[src/buddy_block_allocator_macros.svh]
// Assertion macros shared by the buddy allocator RTL.
// No dependencies; every macro samples on clk and is disabled while rst_n is low.
`ifndef BUDDY_BLOCK_ALLOCATOR_MACROS_SVH
`define BUDDY_BLOCK_ALLOCATOR_MACROS_SVH

// Checks that prop holds at every rising edge outside reset.
`define BBA_ASSERT(lbl, prop, msg) \
  lbl: assert property (@(posedge clk) disable iff (!rst_n) (prop)) else $error(msg);

// Checks that cond at one edge implies prop at the same edge.
`define BBA_ASSERT_IMP(lbl, cond, prop, msg) \
  lbl: assert property (@(posedge clk) disable iff (!rst_n) (cond) |-> (prop)) else $error(msg);

`endif

[src/bba_pkg.sv]
// Package for the buddy block allocator: sizes, link markers, codes and types.
// Used by bba_mem, bba_heads and buddy_block_allocator; depends on nothing.
package bba_pkg;

  localparam int NUM_BLOCKS = 1024;
  localparam int MAX_LEVELS = 11;
  localparam int IDX_W      = 10;
  localparam int LINK_W     = 11;
  localparam int LVL_W      = 4;
  localparam int CNT_W      = 11;

  localparam logic [LINK_W-1:0] LINK_NULL  = 11'd1024;
  localparam logic [LINK_W-1:0] LINK_OUT   = 11'd1025;
  localparam logic [LVL_W-1:0]  LEVEL_NONE = 4'hF;
  localparam logic [LVL_W-1:0]  ROOT_MAX   = 4'(MAX_LEVELS - 1);

  localparam logic [1:0] OP_ALLOC = 2'd0;
  localparam logic [1:0] OP_FREE  = 2'd1;
  localparam logic [1:0] OP_QUERY = 2'd2;

  localparam logic [1:0] ST_OK  = 2'd0;
  localparam logic [1:0] ST_OOM = 2'd1;
  localparam logic [1:0] ST_BAD = 2'd2;

  // One entry of the block store.
  typedef struct packed {
    logic              mark;
    logic [LVL_W-1:0]  lvl;
    logic [LINK_W-1:0] prev;
    logic [LINK_W-1:0] next;
  } entry_t;

  // Write request with a per-field write enable.
  typedef struct packed {
    logic             we_prev;
    logic             we_next;
    logic             we_lvl;
    logic             we_mark;
    logic [IDX_W-1:0] addr;
    entry_t           data;
  } wr_t;

  // Smallest non-empty level that fits a request.
  typedef struct packed {
    logic             found;
    logic [LVL_W-1:0] lvl;
    logic [IDX_W-1:0] head;
  } fit_t;

  // Level whose block size is the request rounded up to a power of two.
  function automatic logic [LVL_W-1:0] ceil_lvl(input logic [CNT_W-1:0] size);
    logic [CNT_W-1:0] s;
    logic [LVL_W-1:0] l;
    s = (size == '0) ? CNT_W'(1) : size;
    l = LVL_W'(MAX_LEVELS);
    for (int k = MAX_LEVELS - 1; k >= 0; k--) begin
      if ((12'(1) << k) >= {1'b0, s}) l = LVL_W'(k);
    end
    return l;
  endfunction

endpackage

[src/bba_heads.sv]
// Free list heads of the buddy allocator, with fit search and largest-free scan.
// Register file of one head per level; uses bba_pkg.
module bba_heads import bba_pkg::*; (
  input  logic              clk,
  input  logic              rst_n,
  input  logic              clr,
  input  logic              wr_en,
  input  logic [LVL_W-1:0]  wr_lvl,
  input  logic [LINK_W-1:0] wr_val,
  input  logic [LVL_W-1:0]  eff,
  input  logic [LVL_W-1:0]  req_lvl,
  input  logic [LVL_W-1:0]  sel_lvl,
  output logic [LINK_W-1:0] head_sel,
  output fit_t              fit,
  output logic [CNT_W-1:0]  largest
);

  logic [LINK_W-1:0] head_r [MAX_LEVELS];

  // Head update; a clear empties every list.
  always_ff @(posedge clk) begin
    if (!rst_n || clr) begin
      for (int k = 0; k < MAX_LEVELS; k++) head_r[k] <= LINK_NULL;
    end else if (wr_en && (wr_lvl <= ROOT_MAX)) begin
      head_r[wr_lvl] <= wr_val;
    end
  end

  assign head_sel = (sel_lvl <= ROOT_MAX) ? head_r[sel_lvl] : LINK_NULL;

  // Lowest non-empty level between the request and the root.
  always_comb begin
    fit = '0;
    for (int k = MAX_LEVELS - 1; k >= 0; k--) begin
      if ((LVL_W'(k) >= req_lvl) && (LVL_W'(k) <= eff) && !head_r[k][LINK_W-1]) begin
        fit.found = 1'b1;
        fit.lvl   = LVL_W'(k);
        fit.head  = head_r[k][IDX_W-1:0];
      end
    end
  end

  // Highest non-empty level gives the largest free block.
  always_comb begin
    largest = '0;
    for (int k = 0; k < MAX_LEVELS; k++) begin
      if ((LVL_W'(k) <= eff) && !head_r[k][LINK_W-1]) largest = CNT_W'(1) << k;
    end
  end

endmodule

[config.mk]
export PLATFORM = sky130hd
export DESIGN_NAME = bba_heads
export DESIGN_NICKNAME = d
export VERILOG_FILES = /design/src/buddy_block_allocator_macros.svh /design/src/bba_pkg.sv /design/src/bba_heads.sv
export SDC_FILE = /design/constraint.sdc
export NUM_CORES = 1
export LEC_CHECK = 0
export BUFFER_PORTS_ARGS = -buffer_cell sky130_fd_sc_hd__buf_2
export CAP_MARGIN = 20
export CELL_PAD_IN_SITES_DETAIL_PLACEMENT = 1
export CELL_PAD_IN_SITES_GLOBAL_PLACEMENT = 1
export CORE_UTILIZATION = 42
export DETAILED_ROUTE_END_ITERATION = 8
export HOLD_SLACK_MARGIN = 0.03
export PLACE_DENSITY_LB_ADDON = 0.1
export SYNTH_ARGS = -nofsm -noshare
export SYNTH_HDL_FRONTEND = slang
export SYNTH_SLANG_ARGS = --single-unit
[constraint.sdc]
create_clock -name clk -period 2.6 [get_ports clk]
set_clock_uncertainty 0.15 [all_clocks]
set_input_delay 0.52 -clock clk [delete_from_list [all_inputs] [get_ports clk]]
set_output_delay 0.52 -clock clk [all_outputs]
set_load 0.005 [all_outputs]
# Word level (Yosys, flattened, before mapping)
# Memories as Yosys holds them, arrays and structs flattened.
# Index checks and enable logic that the tools add are counted.
word_totals:
  register_bits: 0
  elab_cells: 104
  n_memories: 1
  input_bits: 31
  mem_bits_rw: 121
classes:
  muxes: 31
  n_lt_le_gt_ge: 24
  n_reduce_logical: 48
mem_list:
  columns: ["name", "words", "width", "read_ports", "rd_ports_with_merged_regs", "write_ports", "line", "source"]
  rows:
  - ["head_r", 11, 11, 12, 0, 11, "bba_heads.sv:18", "logic [LINK_W-1:0] head_r [MAX_LEVELS];"]
ops:
  columns: ["cell", "n"]
  rows:
  - ["$mux W15", 11]
  - ["$mux W11", 12]
  - ["$logic_and A1 B1 Y1", 34]
  - ["$ge A3 B4 Y1 const A", 4]
  - ["$le A3 B4 Y1 const A", 4]
  - ["$ge A4 B4 Y1 const A", 3]
  - ["$le A4 B4 Y1 const A", 3]
  - ["$logic_not A1 Y1", 12]
  - ["$reduce_or A11 Y1", 1]
  - ["$ge A1 B4 Y1 const A", 2]
  - ["$ge A2 B4 Y1 const A", 2]
  - ["$le A1 B4 Y1 const A", 2]
  - ["$le A2 B4 Y1 const A", 2]
  - ["$le A4 B4 Y1 const B", 2]
  - ["$mux W1", 7]
  - ["$mux W4", 1]
  - ["$logic_or A1 B1 Y1", 1]

# Logic depth before layout (Yosys ltp)
depth:
  ltp_word: 14
  ltp_mapped: 8

# Worst setup path after synthesis
# Ideal clock, no wire load.
synth_timing:
  kind: "in2out"
  startpoint: "input port eff[1]"
  endpoint: "output port fit[3] in the netlist's numbering"
  slack_ns: -0.135
  t_required_ns: 1.930
  cell_stages: 7
  t_arrival_ns: 2.065
  path_cell_list: "buf_2 -> nor4_1 -> nor3_1 -> a21oi_2 -> buf_8 -> mux2_2 -> a31oi_1"
synth_lines:
  columns: ["element", "line", "source"]
  rows:
  - ["from (decl)", "bba_heads.sv:10", "input logic [LVL_W-1:0] eff,"]
  - ["to (decl)", "bba_heads.sv:14", "output fit_t fit,"]

==> impl_metrics.csv <==
group,metric,value,unit
global_routing,grtUsageTotal,32.4,%
route,antenna_left,0,
global_routing,grt_overflow,0,
placed_design,io_buffer_count,67,
clock_tree,h-tree-depth,4,
yosys,synth_nets,706,
die,io_pins,68,
timing,setup_slack,-0.608,ns
critical_path,crit_path_start_kind,"primary input",
yosys,syn_area_per_cell,10.6,µm²
min_path,whs_endpoint,"head_r[10][10]$_SDFFE_PP1P_",
critical_path,path_class,"in -> out",
power_and_ir_drop,ir_worst_vdd,406,µV
final_layout,final_nets,879,
route,wl_per_cell,26.3,µm
clock_tree,cts_tree,"yes",
yosys,ys_seq_elements,121,
timing,hold_viol,0,
route,vias_per_cell,6.11,
timing,clock.fmax,312,MHz
final_layout,largest_register,"head_r",
placed_design,gp_congestion,0.948,
route,drt_first_pass_iters,5,
power_and_ir_drop,powerDensity,546,nW/µm²
yosys,async_reset_ff_share,0,%
critical_path,r2r_start,"head_r[10][10]$_SDFFE_PP1P_",
global_routing,grt_max_degree,22,
final_layout,ff_latch_area,3520,µm²
power_and_ir_drop,pwr-share-seq,43.1,%
final_layout,diodes,0,
power_and_ir_drop,switchingPower,1400,µW
global_routing,grt_pass1_wl,41.5,mm
global_routing,first_global_vias,7069,
placed_design,hpwlAfterDp,20.5,mm
yosys,ys_seq_area_share,49.3,%
critical_path,timing.rr.end,"head_r[10][10]$_SDFFE_PP1P_",
timing,finalCritPeriodShare,123,%
power_and_ir_drop,p_leak,0.00386,µW
final_layout,drive_above_1_share,39.0,%
yosys,ys_types,71,
yosys,synthCells,675,
final_layout,fillers,1813,
critical_path,crit_arrival,2.54,ns
die,die_y,132,µm
power_and_ir_drop,internal_power,3910,µW
clock_tree,clk_pin_slew,0.06,ns
critical_path,cp-end-kind,"output pin",
timing,setup_viol,23,
critical_path,r2r_slack,1.72,ns
timing,drv_slew,0,
global_routing,antenna_found_initial,0,
timing,slew_headroom,53.5,%
critical_path,required,1.93,ns
final_layout,multi_input_area,3650,µm²
timing,tns,-8.02,ns
min_path,hold_path_class,"in -> reg",
route,drc,0,
critical_path,reg2reg_depth,3,
die,initial_utilization,43.1,%
timing,tightest_slew,0.697,ns
yosys,netlist_area,7140,µm²
route,wirelength,28.4,mm
die,rows,47,
min_path,min_path_cells,3,
clock_tree,cts_buffers,17,
die,die_w,132,µm
clock_tree,clock_sinks,121,
min_path,hp-start,"wr_val[10]",
clock_tree,clockRootBuffer,"clkbuf_16",
placed_design,placed_cell_area,8740,µm²
route,vias,6604,
power_and_ir_drop,comb_power_share,16.0,%
critical_path,critPathMaxFanout,7,
clock_tree,cts_buffer_depth,2,
die,die_area,17500,µm²
run_status,violations,"setup timing",
yosys,synth_edf_count,110,
yosys,synthFlopType,"edfxtp_1",
timing,period_minus_slack,3.21,ns
clock_tree,clock_latency,0.42,ns
die,design.core.area,16600,µm²
yosys,yosys_warnings,0,
final_layout,largestRegisters,"head_r x121",
timing,hold_ws,0.205,ns
power_and_ir_drop,clockPowerShare,40.9,%
final_layout,area_growth_syn_to_layout,36.2,%
run_status,status,"finished, violations left",
final_layout,largest_reg_flops,121,
power_and_ir_drop,p_sw_share,26.4,%
route,drtIter0Drc,413,
flow_run,maxCapViolCount,0,
final_layout,fin_area,9730,µm²
timing,rsz0062_at_grt,"yes",
final_layout,final_core_util,58.7,%
stage by stage:
step / total power, µW / std cells / setup WS (ns)
after floorplan: 2690 / 675 / -0.0447
after global placement: 3050 / 1035 / -0.491
after detailed placement: 3080 / 1035 / -0.498
after CTS: 5260 / 1071 / -0.526
after global routing: 5430 / 1081 / -0.638
final: 5310 / 1081 / -0.608
worst max-delay path by stage:
stage,start,endpoint,cells after the start
final,req_lvl[2],fit[3],8
after global routing,head_r[9][10]$_DFFE_PP_,fit[3],9
after CTS,head_r[9][10]$_DFFE_PP_,fit[1],7
after floorplan,req_lvl[2],fit[2],8
after global placement,eff[3],fit[7],9
after detailed placement,req_lvl[3],fit[8],9
worst max-delay path, cell delays in order:
cell       delay, ns
buf_2           0.16
o21a_4          0.25
a2111oi_4       0.46
buf_6           0.20
a221oi_1        0.10
a2111o_1        0.51
a31oi_2         0.19
buf_2           0.15
area by class of cell:
class,instances,area share (%)
clock buffer,19,4.45
clock inverter,13,1.11
multi-input combinational,477,37.5
tap,220,2.83
sequential,121,36.2
inverter,28,1.08
timing repair buffer,203,16.8
power by group through the flow:
| stage | combinational, µW | clock [µW] | sequential, µW |
|---|---|---|---|
| 2_1_floorplan | 399 | 0 | 2290 |
| 3_3_place_gp | 727 | 0 | 2320 |
| 3_5_place_dp | 750 | 0 | 2330 |
| 4_1_cts | 788 | 2180 | 2290 |
| 5_1_grt | 894 | 2240 | 2300 |
| 6_report | 849 | 2170 | 2290 |
cell usage in the layout (no fill, tap or decap), types with 15 or more instances in the layout:
cell       netlist  routed
inv_1           27      26
mux2i_1         40      39
buf_12           0      15
nor3_1          18      16
clkbuf_16        0      20
o21ai_0         34      29
edfxtp_1       110     110
buf_2            9      65
nor2_1         122     122
buf_4            5     110
nand2_1         50      50
mux4_2          22      22
cells in the mapped netlist (all sizes together) (9+ instances only):
| library cell | instances | area [µm²] |
|---|---|---|
| a2111o | 9 | 101 |
| a211o | 9 | 85.1 |
| a21oi | 18 | 97.6 |
| a221oi | 9 | 78.8 |
| a31oi | 10 | 62.6 |
| and2 | 13 | 81.3 |
| buf | 20 | 146 |
| clkbuf | 29 | 110 |
| dfxtp | 11 | 220 |
| edfxtp | 110 | 3300 |
| inv | 27 | 101 |
| mux2 | 9 | 101 |
| mux2i | 40 | 400 |
| mux4 | 22 | 495 |
| nand2 | 50 | 188 |
| nand2b | 9 | 56.3 |
| nand3 | 10 | 50.1 |
| nor2 | 124 | 470 |
| nor3 | 20 | 110 |
| o2111ai | 11 | 96.3 |
| o21ai | 35 | 179 |
| o22ai | 12 | 75.1 |
repair_timing:
| action | 4_1_cts | 5_1_grt |
|---|---|---|
| hold buffers | 0 | 0 |
| pin swaps | 13 | 11 |
| hold endpoints to repair | 0 | 0 |
| gates cloned | 1 | 3 |
| setup buffers | 3 | 8 |
| setup endpoints to repair | 24 | 33 |
| resized for setup | 36 | 31 |
kinds of logic after synthesis:
logic type | Yosys count | share of synthesized area [%]
compound gates | 147 | 15.0
buf+inv | 77 | 5.06
flops | 121 | 49.3
mux | 71 | 14.0
simple gates | 259 | 16.7
metal layers:
layer | global-route usage (%) | wire length, µm | vias up
met1 | 36.7 | 10800 | 3337
met2 | 57.5 | 14600 | 287
met3 | 4.67 | 1560 | 94
met5 | 0 | 0 | -
met4 | 20.2 | 1550 | 0
li1 | - | - | 2886
(Power assumes the default switching activity.)
